**config.mk**
```make
export PLATFORM = sky130hd
export DESIGN_NAME = key_debounce_event_queue
export DESIGN_NICKNAME = d
export VERILOG_FILES = /design/src/design/kdeq_pkg.sv /design/src/design/kdeq_ctrl.sv /design/src/design/kdeq_dp.sv /design/src/design/key_debounce_event_queue.sv
export SDC_FILE = /design/constraint.sdc
export NUM_CORES = 1
export LEC_CHECK = 0
export BUFFER_PORTS_ARGS = -buffer_cell sky130_fd_sc_hd__buf_2
export CAP_MARGIN = 20
export CORE_MARGIN = 2
export CORE_UTILIZATION = 55
export DETAILED_ROUTE_END_ITERATION = 8
export PLACE_DENSITY = 0.8
export SYNTH_ARGS = -nofsm -noshare
export SYNTH_HDL_FRONTEND = slang
export SYNTH_HIERARCHICAL = 1
export SYNTH_SLANG_ARGS = --single-unit
```
**constraint.sdc**
```tcl
create_clock -name clk -period 3.7 [get_ports clk]
set_clock_uncertainty 0.1 [all_clocks]
set_input_delay 0.74 -clock clk [delete_from_list [all_inputs] [get_ports clk]]
set_output_delay 0.74 -clock clk [all_outputs]
set_load 0.1 [all_outputs]
```
**src/design/kdeq_pkg.sv**
```systemverilog
// Shared constants, types and helpers for the key debounce event queue.
`timescale 1ns / 1ps

package kdeq_pkg;

  localparam int RING_DEPTH = 16;
  localparam int IDX_W      = (RING_DEPTH > 1) ? $clog2(RING_DEPTH) : 1;
  localparam int MAX_READ   = 16;
  localparam int CNT_W      = 5;
  localparam int CODE_W     = 8;
  localparam int CFG_W      = 8;
  localparam int CFG_IDX_W  = 2;

  // Configuration register indexes.
  localparam logic [CFG_IDX_W-1:0] REG_ENABLE   = 2'd0;
  localparam logic [CFG_IDX_W-1:0] REG_DEBOUNCE = 2'd1;
  localparam logic [CFG_IDX_W-1:0] REG_PRESS    = 2'd2;
  localparam logic [CFG_IDX_W-1:0] REG_RELEASE  = 2'd3;

  // Register reset values.
  localparam logic [CFG_W-1:0] DEBOUNCE_RST = 8'd10;
  localparam logic [CFG_W-1:0] PRESS_RST    = 8'd1;
  localparam logic [CFG_W-1:0] RELEASE_RST  = 8'd128;

  // Operation codes.
  localparam logic OP_SCAN = 1'b0;
  localparam logic OP_READ = 1'b1;

  // Kinds of result loaded into the output register.
  localparam logic [1:0] RES_CLOSED = 2'd0;
  localparam logic [1:0] RES_OK     = 2'd1;
  localparam logic [1:0] RES_EVENT  = 2'd2;

  typedef logic [IDX_W-1:0] idx_t;

  typedef struct packed {
    logic       scan;
    logic       rd_start;
    logic       pop;
    logic       load_out;
    logic [1:0] res_kind;
    logic       res_last;
  } kdeq_cmd_t;

  typedef struct packed {
    logic enable;
    logic empty;
    logic pop_last;
  } kdeq_sts_t;

  function automatic idx_t idx_inc(input idx_t idx);
    idx_t res;
    if (idx == idx_t'(RING_DEPTH - 1)) begin
      res = '0;
    end else begin
      res = idx + idx_t'(1);
    end
    return res;
  endfunction

endpackage

```
**src/design/kdeq_ctrl.sv**
```systemverilog
// Controller state machine: takes items, sequences reads and owns the output valid.
`timescale 1ns / 1ps

module kdeq_ctrl (
  input  logic                 clk,
  input  logic                 rst_n,
  input  logic                 in_valid,
  output logic                 in_ready,
  input  logic                 in_operation,
  output logic                 out_valid,
  input  logic                 out_ready,
  input  kdeq_pkg::kdeq_sts_t  sts,
  output kdeq_pkg::kdeq_cmd_t  cmd
);
  import kdeq_pkg::*;

  localparam logic S_IDLE = 1'b0;
  localparam logic S_POP  = 1'b1;

  logic state_r, state_nxt;
  logic out_valid_r, out_valid_nxt;
  logic out_free;
  logic accept;

  assign out_free  = !out_valid_r || out_ready;
  assign in_ready  = (state_r == S_IDLE) && out_free;
  assign accept    = in_valid && in_ready;
  assign out_valid = out_valid_r;

  always_comb begin
    state_nxt = state_r;
    cmd       = '0;
    case (state_r)
      S_IDLE: begin
        if (accept) begin
          cmd.load_out = 1'b1;
          cmd.res_last = 1'b1;
          if (!sts.enable) begin
            cmd.res_kind = RES_CLOSED;
          end else if (in_operation == OP_SCAN) begin
            cmd.scan     = 1'b1;
            cmd.res_kind = RES_OK;
          end else if (sts.empty) begin
            cmd.res_kind = RES_OK;
          end else begin
            // Events follow one a cycle from the pop state while the output is free.
            cmd.load_out = 1'b0;
            cmd.res_last = 1'b0;
            cmd.rd_start = 1'b1;
            state_nxt    = S_POP;
          end
        end
      end
      S_POP: begin
        if (out_free) begin
          cmd.pop      = 1'b1;
          cmd.load_out = 1'b1;
          cmd.res_kind = RES_EVENT;
          cmd.res_last = sts.pop_last;
          if (sts.pop_last) begin
            state_nxt = S_IDLE;
          end
        end
      end
      default: begin
        state_nxt = S_IDLE;
      end
    endcase
  end

  always_comb begin
    if (cmd.load_out) begin
      out_valid_nxt = 1'b1;
    end else if (out_ready) begin
      out_valid_nxt = 1'b0;
    end else begin
      out_valid_nxt = out_valid_r;
    end
  end

  always_ff @(posedge clk) begin
    if (!rst_n) begin
      state_r     <= S_IDLE;
      out_valid_r <= 1'b0;
    end else begin
      state_r     <= state_nxt;
      out_valid_r <= out_valid_nxt;
    end
  end

endmodule

```
**src/design/kdeq_dp.sv**
```systemverilog
// Datapath: configuration, debounce counter, event ring and output register.
`timescale 1ns / 1ps

module kdeq_dp (
  input  logic                              clk,
  input  logic                              rst_n,
  input  logic                              cfg_we,
  input  logic [kdeq_pkg::CFG_IDX_W-1:0]    cfg_index,
  input  logic [kdeq_pkg::CFG_W-1:0]        cfg_wdata,
  input  logic                              in_pin_level,
  input  logic [kdeq_pkg::CNT_W-1:0]        in_read_count,
  input  kdeq_pkg::kdeq_cmd_t               cmd,
  output kdeq_pkg::kdeq_sts_t               sts,
  output logic                              out_status,
  output logic                              out_event_valid,
  output logic [kdeq_pkg::CODE_W-1:0]       out_event_code,
  output logic                              out_last
);
  import kdeq_pkg::*;

  logic              enable_r;
  logic [CFG_W-1:0]  debounce_r;
  logic [CFG_W-1:0]  press_r;
  logic [CFG_W-1:0]  release_r;

  logic              stable_r, stable_nxt;
  logic              cand_r, cand_nxt;
  logic [7:0]        settle_r, settle_nxt;
  logic [7:0]        settle_base;
  logic [7:0]        settle_inc;
  logic              ev_wr;
  logic [CODE_W-1:0] ev_code;

  idx_t              wr_idx_r;
  idx_t              rd_idx_r;
  idx_t              rd_idx_inc;
  idx_t              rd_addr;
  logic [CODE_W-1:0] ring [RING_DEPTH];
  logic [CODE_W-1:0] rd_data_r;

  logic [CNT_W-1:0]  rem_r;
  logic [CNT_W-1:0]  want;

  logic              status_r;
  logic              ev_valid_r;
  logic [CODE_W-1:0] code_r;
  logic              last_r;

  // Configuration registers.
  always_ff @(posedge clk) begin
    if (!rst_n) begin
      enable_r   <= 1'b0;
      debounce_r <= DEBOUNCE_RST;
      press_r    <= PRESS_RST;
      release_r  <= RELEASE_RST;
    end else if (cfg_we) begin
      case (cfg_index)
        REG_ENABLE:   enable_r   <= cfg_wdata[0];
        REG_DEBOUNCE: debounce_r <= cfg_wdata;
        REG_PRESS:    press_r    <= cfg_wdata;
        REG_RELEASE:  release_r  <= cfg_wdata;
        default: begin
        end
      endcase
    end
  end

  // A change of the candidate restarts the count; a level that differs from
  // the stable one counts up until the threshold accepts it.
  always_comb begin
    settle_base = (in_pin_level != cand_r) ? 8'd0 : settle_r;
    settle_inc  = settle_base + 8'd1;
    cand_nxt    = in_pin_level;
    stable_nxt  = stable_r;
    settle_nxt  = settle_base;
    ev_wr       = 1'b0;
    ev_code     = in_pin_level ? (press_r + release_r) : press_r;
    if (in_pin_level != stable_r) begin
      if (settle_inc >= debounce_r) begin
        settle_nxt = 8'd0;
        ev_wr      = 1'b1;
        stable_nxt = in_pin_level;
      end else begin
        settle_nxt = settle_inc;
      end
    end
  end

  always_ff @(posedge clk) begin
    if (!rst_n) begin
      stable_r <= 1'b1;
      cand_r   <= 1'b1;
      settle_r <= 8'd0;
    end else if (cmd.scan) begin
      stable_r <= stable_nxt;
      cand_r   <= cand_nxt;
      settle_r <= settle_nxt;
    end
  end

  // Ring indexes and read counter.
  assign rd_idx_inc = idx_inc(rd_idx_r);
  assign rd_addr    = cmd.pop ? rd_idx_inc : rd_idx_r;

  always_comb begin
    if (in_read_count == '0) begin
      want = CNT_W'(1);
    end else if (in_read_count > CNT_W'(MAX_READ)) begin
      want = CNT_W'(MAX_READ);
    end else begin
      want = in_read_count;
    end
  end

  always_ff @(posedge clk) begin
    if (!rst_n) begin
      wr_idx_r <= '0;
      rd_idx_r <= '0;
      rem_r    <= '0;
    end else begin
      if (cmd.scan && ev_wr) begin
        wr_idx_r <= idx_inc(wr_idx_r);
      end
      if (cmd.pop) begin
        rd_idx_r <= rd_idx_inc;
        rem_r    <= rem_r - CNT_W'(1);
      end else if (cmd.rd_start) begin
        rem_r <= want;
      end
    end
  end

  // The read port always fetches the entry the next pop will need.
  always_ff @(posedge clk) begin
    if (cmd.scan && ev_wr) begin
      ring[wr_idx_r] <= ev_code;
    end
    rd_data_r <= ring[rd_addr];
  end

  assign sts.enable   = enable_r;
  assign sts.empty    = (rd_idx_r == wr_idx_r);
  assign sts.pop_last = (rem_r == CNT_W'(1)) || (rd_idx_inc == wr_idx_r);

  // Output register.
  always_ff @(posedge clk) begin
    if (cmd.load_out) begin
      status_r   <= (cmd.res_kind == RES_CLOSED);
      ev_valid_r <= (cmd.res_kind == RES_EVENT);
      code_r     <= (cmd.res_kind == RES_EVENT) ? rd_data_r : '0;
      last_r     <= cmd.res_last;
    end
  end

  assign out_status      = status_r;
  assign out_event_valid = ev_valid_r;
  assign out_event_code  = code_r;
  assign out_last        = last_r;

endmodule

```
**src/design/key_debounce_event_queue.sv**
```systemverilog
// Top level of the key debounce event queue: controller plus datapath.
//
//   Channel  Direction  Handshake              Payload
//   in_      input      in_valid / in_ready    operation, pin_level, read_count
//   out_     output     out_valid / out_ready  status, event_valid, event_code, last
//   cfg_     input      cfg_we                 cfg_index, cfg_wdata
//
// A scan item, a closed-device item or a read of an empty queue gives one result.
// A read of queued events first loads the read counter, then gives the events
// one by one, set by the single ring read port, and takes no new item meanwhile.
// Reset (rst_n low, synchronous) empties the queue and restores every register but
// the ring data and output payload. A stalled output holds its result; the next item
// is taken in the cycle the waiting result leaves the output register.
`timescale 1ns / 1ps

module key_debounce_event_queue (
  input  logic                            clk,
  input  logic                            rst_n,
  input  logic                            cfg_we,
  input  logic [kdeq_pkg::CFG_IDX_W-1:0]  cfg_index,
  input  logic [kdeq_pkg::CFG_W-1:0]      cfg_wdata,
  input  logic                            in_valid,
  output logic                            in_ready,
  input  logic                            in_operation,
  input  logic                            in_pin_level,
  input  logic [kdeq_pkg::CNT_W-1:0]      in_read_count,
  output logic                            out_valid,
  input  logic                            out_ready,
  output logic                            out_status,
  output logic                            out_event_valid,
  output logic [kdeq_pkg::CODE_W-1:0]     out_event_code,
  output logic                            out_last
);
  import kdeq_pkg::*;

  kdeq_cmd_t cmd;
  kdeq_sts_t sts;

  kdeq_ctrl u_ctrl (
    .clk          (clk),
    .rst_n        (rst_n),
    .in_valid     (in_valid),
    .in_ready     (in_ready),
    .in_operation (in_operation),
    .out_valid    (out_valid),
    .out_ready    (out_ready),
    .sts          (sts),
    .cmd          (cmd)
  );

  kdeq_dp u_dp (
    .clk             (clk),
    .rst_n           (rst_n),
    .cfg_we          (cfg_we),
    .cfg_index       (cfg_index),
    .cfg_wdata       (cfg_wdata),
    .in_pin_level    (in_pin_level),
    .in_read_count   (in_read_count),
    .cmd             (cmd),
    .sts             (sts),
    .out_status      (out_status),
    .out_event_valid (out_event_valid),
    .out_event_code  (out_event_code),
    .out_last        (out_last)
  );

endmodule
```
* Word level (Yosys, flattened, before mapping)
Memory sizes are Yosys's and may differ from the RTL's. A register that Yosys moved wholly into a read port is not among the register bits. Cells that the tools add are included.
Word-level totals: input bits 22, memories kept 1, word-level logic and storage cells 90, output and inout port bits 13, register bits after elaboration 61, RAM bits 128
Operators by class: bitwise gates (word level) 1, $lt $le $gt $ge 2, add/subtract/negate cells 5, reductions and logical operators 16, multiplexer cells 38, equality and inequality tests 11
Memory list:
- u_dp.ring | words 16, bits a word 8, read ports 1, clocked after memory_dff 1, write ports 1, line kdeq_dp.sv:38 | logic [CODE_W-1:0] ring [RING_DEPTH];
Operators with widths (number):
- 2-to-1 mux 8 bit | 4
- 2-to-1 mux 5 bit | 5
- 2-to-1 mux 1 bit | 18
- 2-to-1 mux 4 bit | 4
- 2-to-1 mux 2 bit | 5
- adder 4 x 1 -> 4 bit (second input constant) | 2
- adder 8 x 1 -> 8 bit (second input constant) | 1
- adder 8 bit | 1
- == test 4 bit | 2
- == test 4 bit (second input constant) | 2
- >= comparator 8 bit | 1
- case mux 4 bit (2 select lines) | 1
- AND reduction 2 bit | 4
- == test 2 bit (second input constant) | 3
- == test 5 x 1 -> 1 bit (second input constant) | 1
- greater-than comparator 5 bit (second input constant) | 1
- zero test 5 bit | 1
- subtractor 5 x 1 -> 5 bit (second input constant) | 1
- zero test 2 bit | 2
- nonzero test 2 bit | 2
- logical AND 1 bit | 3
- AND reduction 3 bit | 1
- == test 2 x 1 -> 1 bit (second input constant) | 1
- logical OR 1 bit | 2
- other kinds (4) | 5

* Logic depth before layout (Yosys ltp)
word-level depth 9, mapped depth 15, depth with buffers taken out 14

* Hierarchy
Netlist, hierarchy kept.
By module, submodules not included:
- kdeq_dp | area an instance 8426.8 um^2, times used 1, seq. area each 5295.1 um^2, cells an instance 666
- kdeq_ctrl | area an instance 193.9 um^2, times used 1, seq. area each 40.0 um^2, cells an instance 24

* Worst setup path after synthesis
OpenSTA, ideal clock, no wires.
path type input to register, start input port in_pin_level, end memory u_dp.ring[3][0] (enable), stages on the path 14, path slack 0.066 ns, path buffers 1, arrival time 3.151 ns, setup time 0.383 ns, data required time 3.217 ns, path through xnor2_1 and2_1 ha_1 nand3_1 xor2_1 nor2_1 ha_1 a21o_1 a21oi_1 a21boi_1 a31o_1 buf_2 nand2_1 nor3_1
Between the ends: word-level cells in the longest chain between the ends 9, elaborated cells on any way between the ends 10, those cells by class 1 x add/sub; 1 x order compare; 2 x eq/ne; 5 x mux; 1 x reduce/logical
RTL lines:
- start, declared | line key_debounce_event_queue.sv:25 | input logic in_pin_level,
- != test 1 bit | line kdeq_dp.sv:71 | settle_base = (in_pin_level != cand_r) ? 8'd0 : settle_r;
- 2-to-1 mux 8 bit | line kdeq_dp.sv:71
- adder 8 x 1 -> 8 bit | line kdeq_dp.sv:72 | settle_inc = settle_base + 8'd1;
- >= comparator 8 bit | line kdeq_dp.sv:79 | if (settle_inc >= debounce_r) begin
- 2-to-1 mux 1 bit | line kdeq_dp.sv:79
- 2-to-1 mux 1 bit * | line kdeq_dp.sv:78 | if (in_pin_level != stable_r) begin
- logical AND 1 bit * | line kdeq_dp.sv:135 | if (cmd.scan && ev_wr) begin
- 2-to-1 mux 1 bit * | line kdeq_dp.sv:135
- 2-to-1 mux 1 bit (not written as such) * | line kdeq_dp.sv:136 | ring[wr_idx_r] <= ev_code;
- end, declared | line kdeq_dp.sv:38
Mark *: on every way between the ends. The rest lies on a longest branch, timed or not.

* Worst setup path after layout
start input port in_pin_level, end memory u_dp.ring[11][1] (enable)
Same word-level chain as after synthesis.

==> impl_metrics.sql <==
INSERT INTO impl_metrics (metric_group, metric, value, unit) VALUES
('timing', 'clock.fmax', '287', 'MHz'),
('worst_setup_path', 'critPathSlowestCell', 'sky130_fd_sc_hd__nor2_2', ''),
('clocking', 'cts.root.buffer_cell', 'sky130_fd_sc_hd__clkbuf_16', ''),
('routing', 'drc_errors', '0', ''),
('status', 'run_status', 'finished clean', ''),
('die', 'floorplan_core_area', '0.0153', 'mm^2'),
('logic_synthesis', 'synth.top_cell.area_share', '0.484', ''),
('worst_setup_path', 'crit_path_max_fanout', '8', ''),
('clocking', 'clk_pin_slew_worst_paths', '0.07', 'ns'),
('clocking', 'worstSkewPairLatency', '0.43', 'ns'),
('logic_synthesis', 'synth_enable_flop_cells', '139', ''),
('global_route', 'gr-usage-all-layers', '0.236', ''),
('die', 'floorplan.die.width', '129', 'um'),
('logic_synthesis', 'ys_seq_elements', '197', ''),
('worst_setup_path', 'path_cells', 'buf_2 -> xnor2_1 -> nand2_1 -> inv_1 -> ha_1 -> nand3_1 -> xor2_1 -> nor2_1 -> ha_1 -> a21o_1 -> a21oi_1 -> a21boi_1 -> a31o_1 -> nand2_1 -> buf_4 -> nor2_2', ''),
('timing', 'layout_min_cycle_time', '3.48', 'ns'),
('cells_and_area', 'final_layout_size_suffix_gt1_frac', '0.182', ''),
('min_path', 'min-delay-path-class', 'reg -> reg', ''),
('timing', 'layout_worst_path_cycle_share', '0.940', ''),
('cells_and_area', 'antenna-diode-count', '0', ''),
('die', 'die_area', '0.0167', 'mm^2'),
('place', 'post-dp-hpwl', '12.8', 'mm'),
('worst_setup_path', 'crit_path_end_kind', 'register', ''),
('clocking', 'cts_tree', 'yes', ''),
('global_route', 'overflow', '0', ''),
('clocking', 'clock_sink_count', '197', ''),
('clocking', 'htree_levels', '4', ''),
('logic_synthesis', 'yosys_warnings', '6', ''),
('logic_synthesis', 'synthFlopType', 'sky130_fd_sc_hd__edfxtp_1', ''),
('logic_synthesis', 'synth.cell_area', '0.00862', 'mm^2'),
('clocking', 'clock_tree.buffer_depth', '2', ''),
('logic_synthesis', 'seq_area_frac_synth', '0.619', ''),
('logic_synthesis', 'synth.area.top_cells', 'sky130_fd_sc_hd__edfxtp_1, sky130_fd_sc_hd__dfxtp_1, sky130_fd_sc_hd__nand2_1', ''),
('die', 'design.portCount', '35', ''),
('pwr', 'cellPowerDensity', '454', 'mW/mm^2'),
('logic_synthesis', 'synth_most_common_cell', 'sky130_fd_sc_hd__edfxtp_1', ''),
('logic_synthesis', 'async_set_or_reset_flop_fraction_in_the_synthesized_netlist', '0', ''),
('die', 'num_rows', '45', ''),
('routing', 'totalWireLength', '18.7', 'mm'),
('global_route', 'grt_max_degree', '33', ''),
('place', 'io_buffers', '34', ''),
('routing', 'drtPass1Iterations', '5', ''),
('timing', 'setup_viol_count_final', '0', ''),
('timing', 'timing.hold.ws', '0.368', 'ns'),
('place', 'gpl.final_weighted_congestion', '0.879', ''),
('pwr', 'ir_worst_vdd', '0.390', 'mV'),
('routing', 'route.detailed.vias_per_inst', '5.96', ''),
('worst_setup_path', 'required_time_worst_endpoint', '3.68', 'ns'),
('routing', 'num_vias', '5717', ''),
('logic_synthesis', 'synth_top_area_cell', 'sky130_fd_sc_hd__edfxtp_1', ''),
('cells_and_area', 'syn_to_final_growth', '12.7', '%'),
('global_route', 'wire_length_of_the_first_global_routing_pass', '29.4', 'mm'),
('logic_synthesis', 'avgSynthCellArea', '12.5', 'um^2'),
('logic_synthesis', 'number_of_library_cell_types_mapped_by_synthesis', '68', ''),
('cells_and_area', 'final_core_util', '0.637', ''),
('die', 'floorplan.initialDensity', '0.565', ''),
('die', 'die_height', '129', 'um'),
('timing', 'tightest_slew', '0.865', 'ns'),
('timing', 'maxSlewViolCount', '0', ''),
('worst_setup_path', 'timing.critical_path.from_type', 'primary input', ''),
('logic_synthesis', 'synth_cells', '690', ''),
('timing', 'max-slew-margin-rel', '0.420', ''),
('logic_synthesis', 'synthTopCellsByCount', 'sky130_fd_sc_hd__edfxtp_1, sky130_fd_sc_hd__nand2_1, sky130_fd_sc_hd__nor2_1', ''),
('worst_setup_path', 'cp_slowest_stage_delay', '0.34', 'ns'),
('worst_setup_path', 'cp_data_arrival_time', '3.46', 'ns'),
('logic_synthesis', 'synth_fp_nets', '736', ''),
('clocking', 'post_cts_buffers', '0', ''),
('worst_setup_path', 'timing.setup.critical_path_class', 'in -> reg', ''),
('global_route', 'grt_antenna_before_repair', '0', ''),
('pwr', 'cellLeakagePower', '3.51', 'nW'),
('routing', 'ant_nets', '0', ''),
('routing', 'drt-initial-drc-count', '622', ''),
('run', 'max-cap-violations', '0', ''),
('cells_and_area', 'nets', '781', ''),
('timing', 'hold_viol_final', '0', ''),
('global_route', 'first_global_vias', '5580', ''),
('clocking', 'cts_inserted_buffers', '17', ''),
('routing', 'post_detailed_route_wirelength_per_cell', '19.5', 'um');
-- kinds of logic (layout without fill, tap and decap cells) --
| kind of cell | count (synthesis) | after routing | synth area share |
|---|---|---|---|
| flops | 197 | 197 | 0.619 |
| buf+inv | 57 | 115 | 0.0315 |
| mux | 42 | 42 | 0.0745 |
| simple gates | 234 | 234 | 0.122 |
| compound gates | 114 | 114 | 0.0939 |
| xor+xnor | 22 | 22 | 0.0232 |
| fa+ha+maj | 24 | 24 | 0.0357 |
-- stage by stage --
| stage | power (mW) | cell area [um^2] | setup TNS, ns | worst slack (ns) | cells |
|---|---|---|---|---|---|
| finish | 4.41 | 9720 | 0 | 0.220 | 959 |
| detailed placement | 2.63 | 9060 | -37.06 | -0.512 | 926 |
| global route | 4.54 | 9720 | -0.111 | -0.0155 | 959 |
| floorplan | 2.56 | 8620 | 0 | 0.0657 | 690 |
| global placement | 2.62 | 9060 | -15.82 | -0.294 | 926 |
| CTS | 4.43 | 9670 | 0 | 0.00951 | 958 |
-- final cells by class --
cell class	instances	area, um^2
fillers	1109	5540
flip-flops and latches	197	5340
multi-input cells	436	3080
clock buffers	18	429
repair buffers	56	335
well taps	211	264
clock inverters	14	174
inverters	27	101
-- repair_timing --
item	4_1_cts	5_1_grt
gates resized for setup	2	14
hold buffers	0	0
endpoints found under the setup margin	16	112
-- registers in the layout, summed over array words and instances (netlist names), 4 cells and up --
signal / cells
u_dp/wr_idx_r: 4
u_dp/press_r: 8
u_dp/ring: 128
u_dp/rem_r: 5
u_dp/release_r: 8
u_dp/debounce_r: 8
u_dp/out_event_code: 8
u_dp/settle_r: 8
u_dp/rd_data_r: 8
u_dp/rd_idx_r: 4
-- cells in the final DEF, fill, tap and decap left out, drive strengths merged, types with 7 or more instances in the layout --
| cell | instances |
|---|---|
| ha | 23 |
| xor2 | 14 |
| a21oi | 28 |
| o211ai | 10 |
| a31oi | 11 |
| a22o | 9 |
| and2 | 13 |
| nand3 | 10 |
| nor2 | 72 |
| nand2 | 100 |
| nor3 | 7 |
| clkbuf | 19 |
| a32oi | 9 |
| inv | 30 |
| o21ai | 11 |
| buf | 55 |
| edfxtp | 139 |
| dfxtp | 58 |
| mux2i | 22 |
| xnor2 | 8 |
| a22oi | 9 |
| mux4 | 16 |
-- critical path: cells and delay by family --
kind	cells	cell delay, ns
simple gates	5	0.81
compound gates	4	0.60
fa+ha+maj	2	0.55
buf+inv	3	0.39
xor+xnor	2	0.35
-- metal layers --
metal | GRT usage | vias up | part of all wire
met1 | 0.298 | 2793 | 0.41
met5 | 0 | - | 0
met4 | 0.0959 | 0 | 0.029
li1 | - | 2617 | -
met3 | 0.0533 | 48 | 0.069
met2 | 0.396 | 259 | 0.50
-- power by group --
group	total, mW	switching, mW	internal [mW]	leakage (nW)
Combinational	0.194	0.148	0.0465	1.53
Clock	1.83	0.811	1.02	0.283
Sequential	2.39	0.00900	2.38	1.70
Total	4.41	0.967	3.44	3.51
-- path summary, 6_finish.rpt --
| path | slack, ns | startpoint | end | cells past startpoint |
|---|---|---|---|---|
| setup / recovery | 0.22 | in_pin_level | u_dp/ring[11][1] | 16 |
| hold / removal | 0.37 | u_dp/release_r[3] | u_dp/release_r[3] | 2 |
| setup reg to reg | 0.23 | u_dp/cand_r | u_dp/ring[11][1] | 15 |
| hold reg to reg | 0.37 | u_dp/release_r[3] | u_dp/release_r[3] | 2 |
No activity file was read; power rests on OpenSTA's default activity.
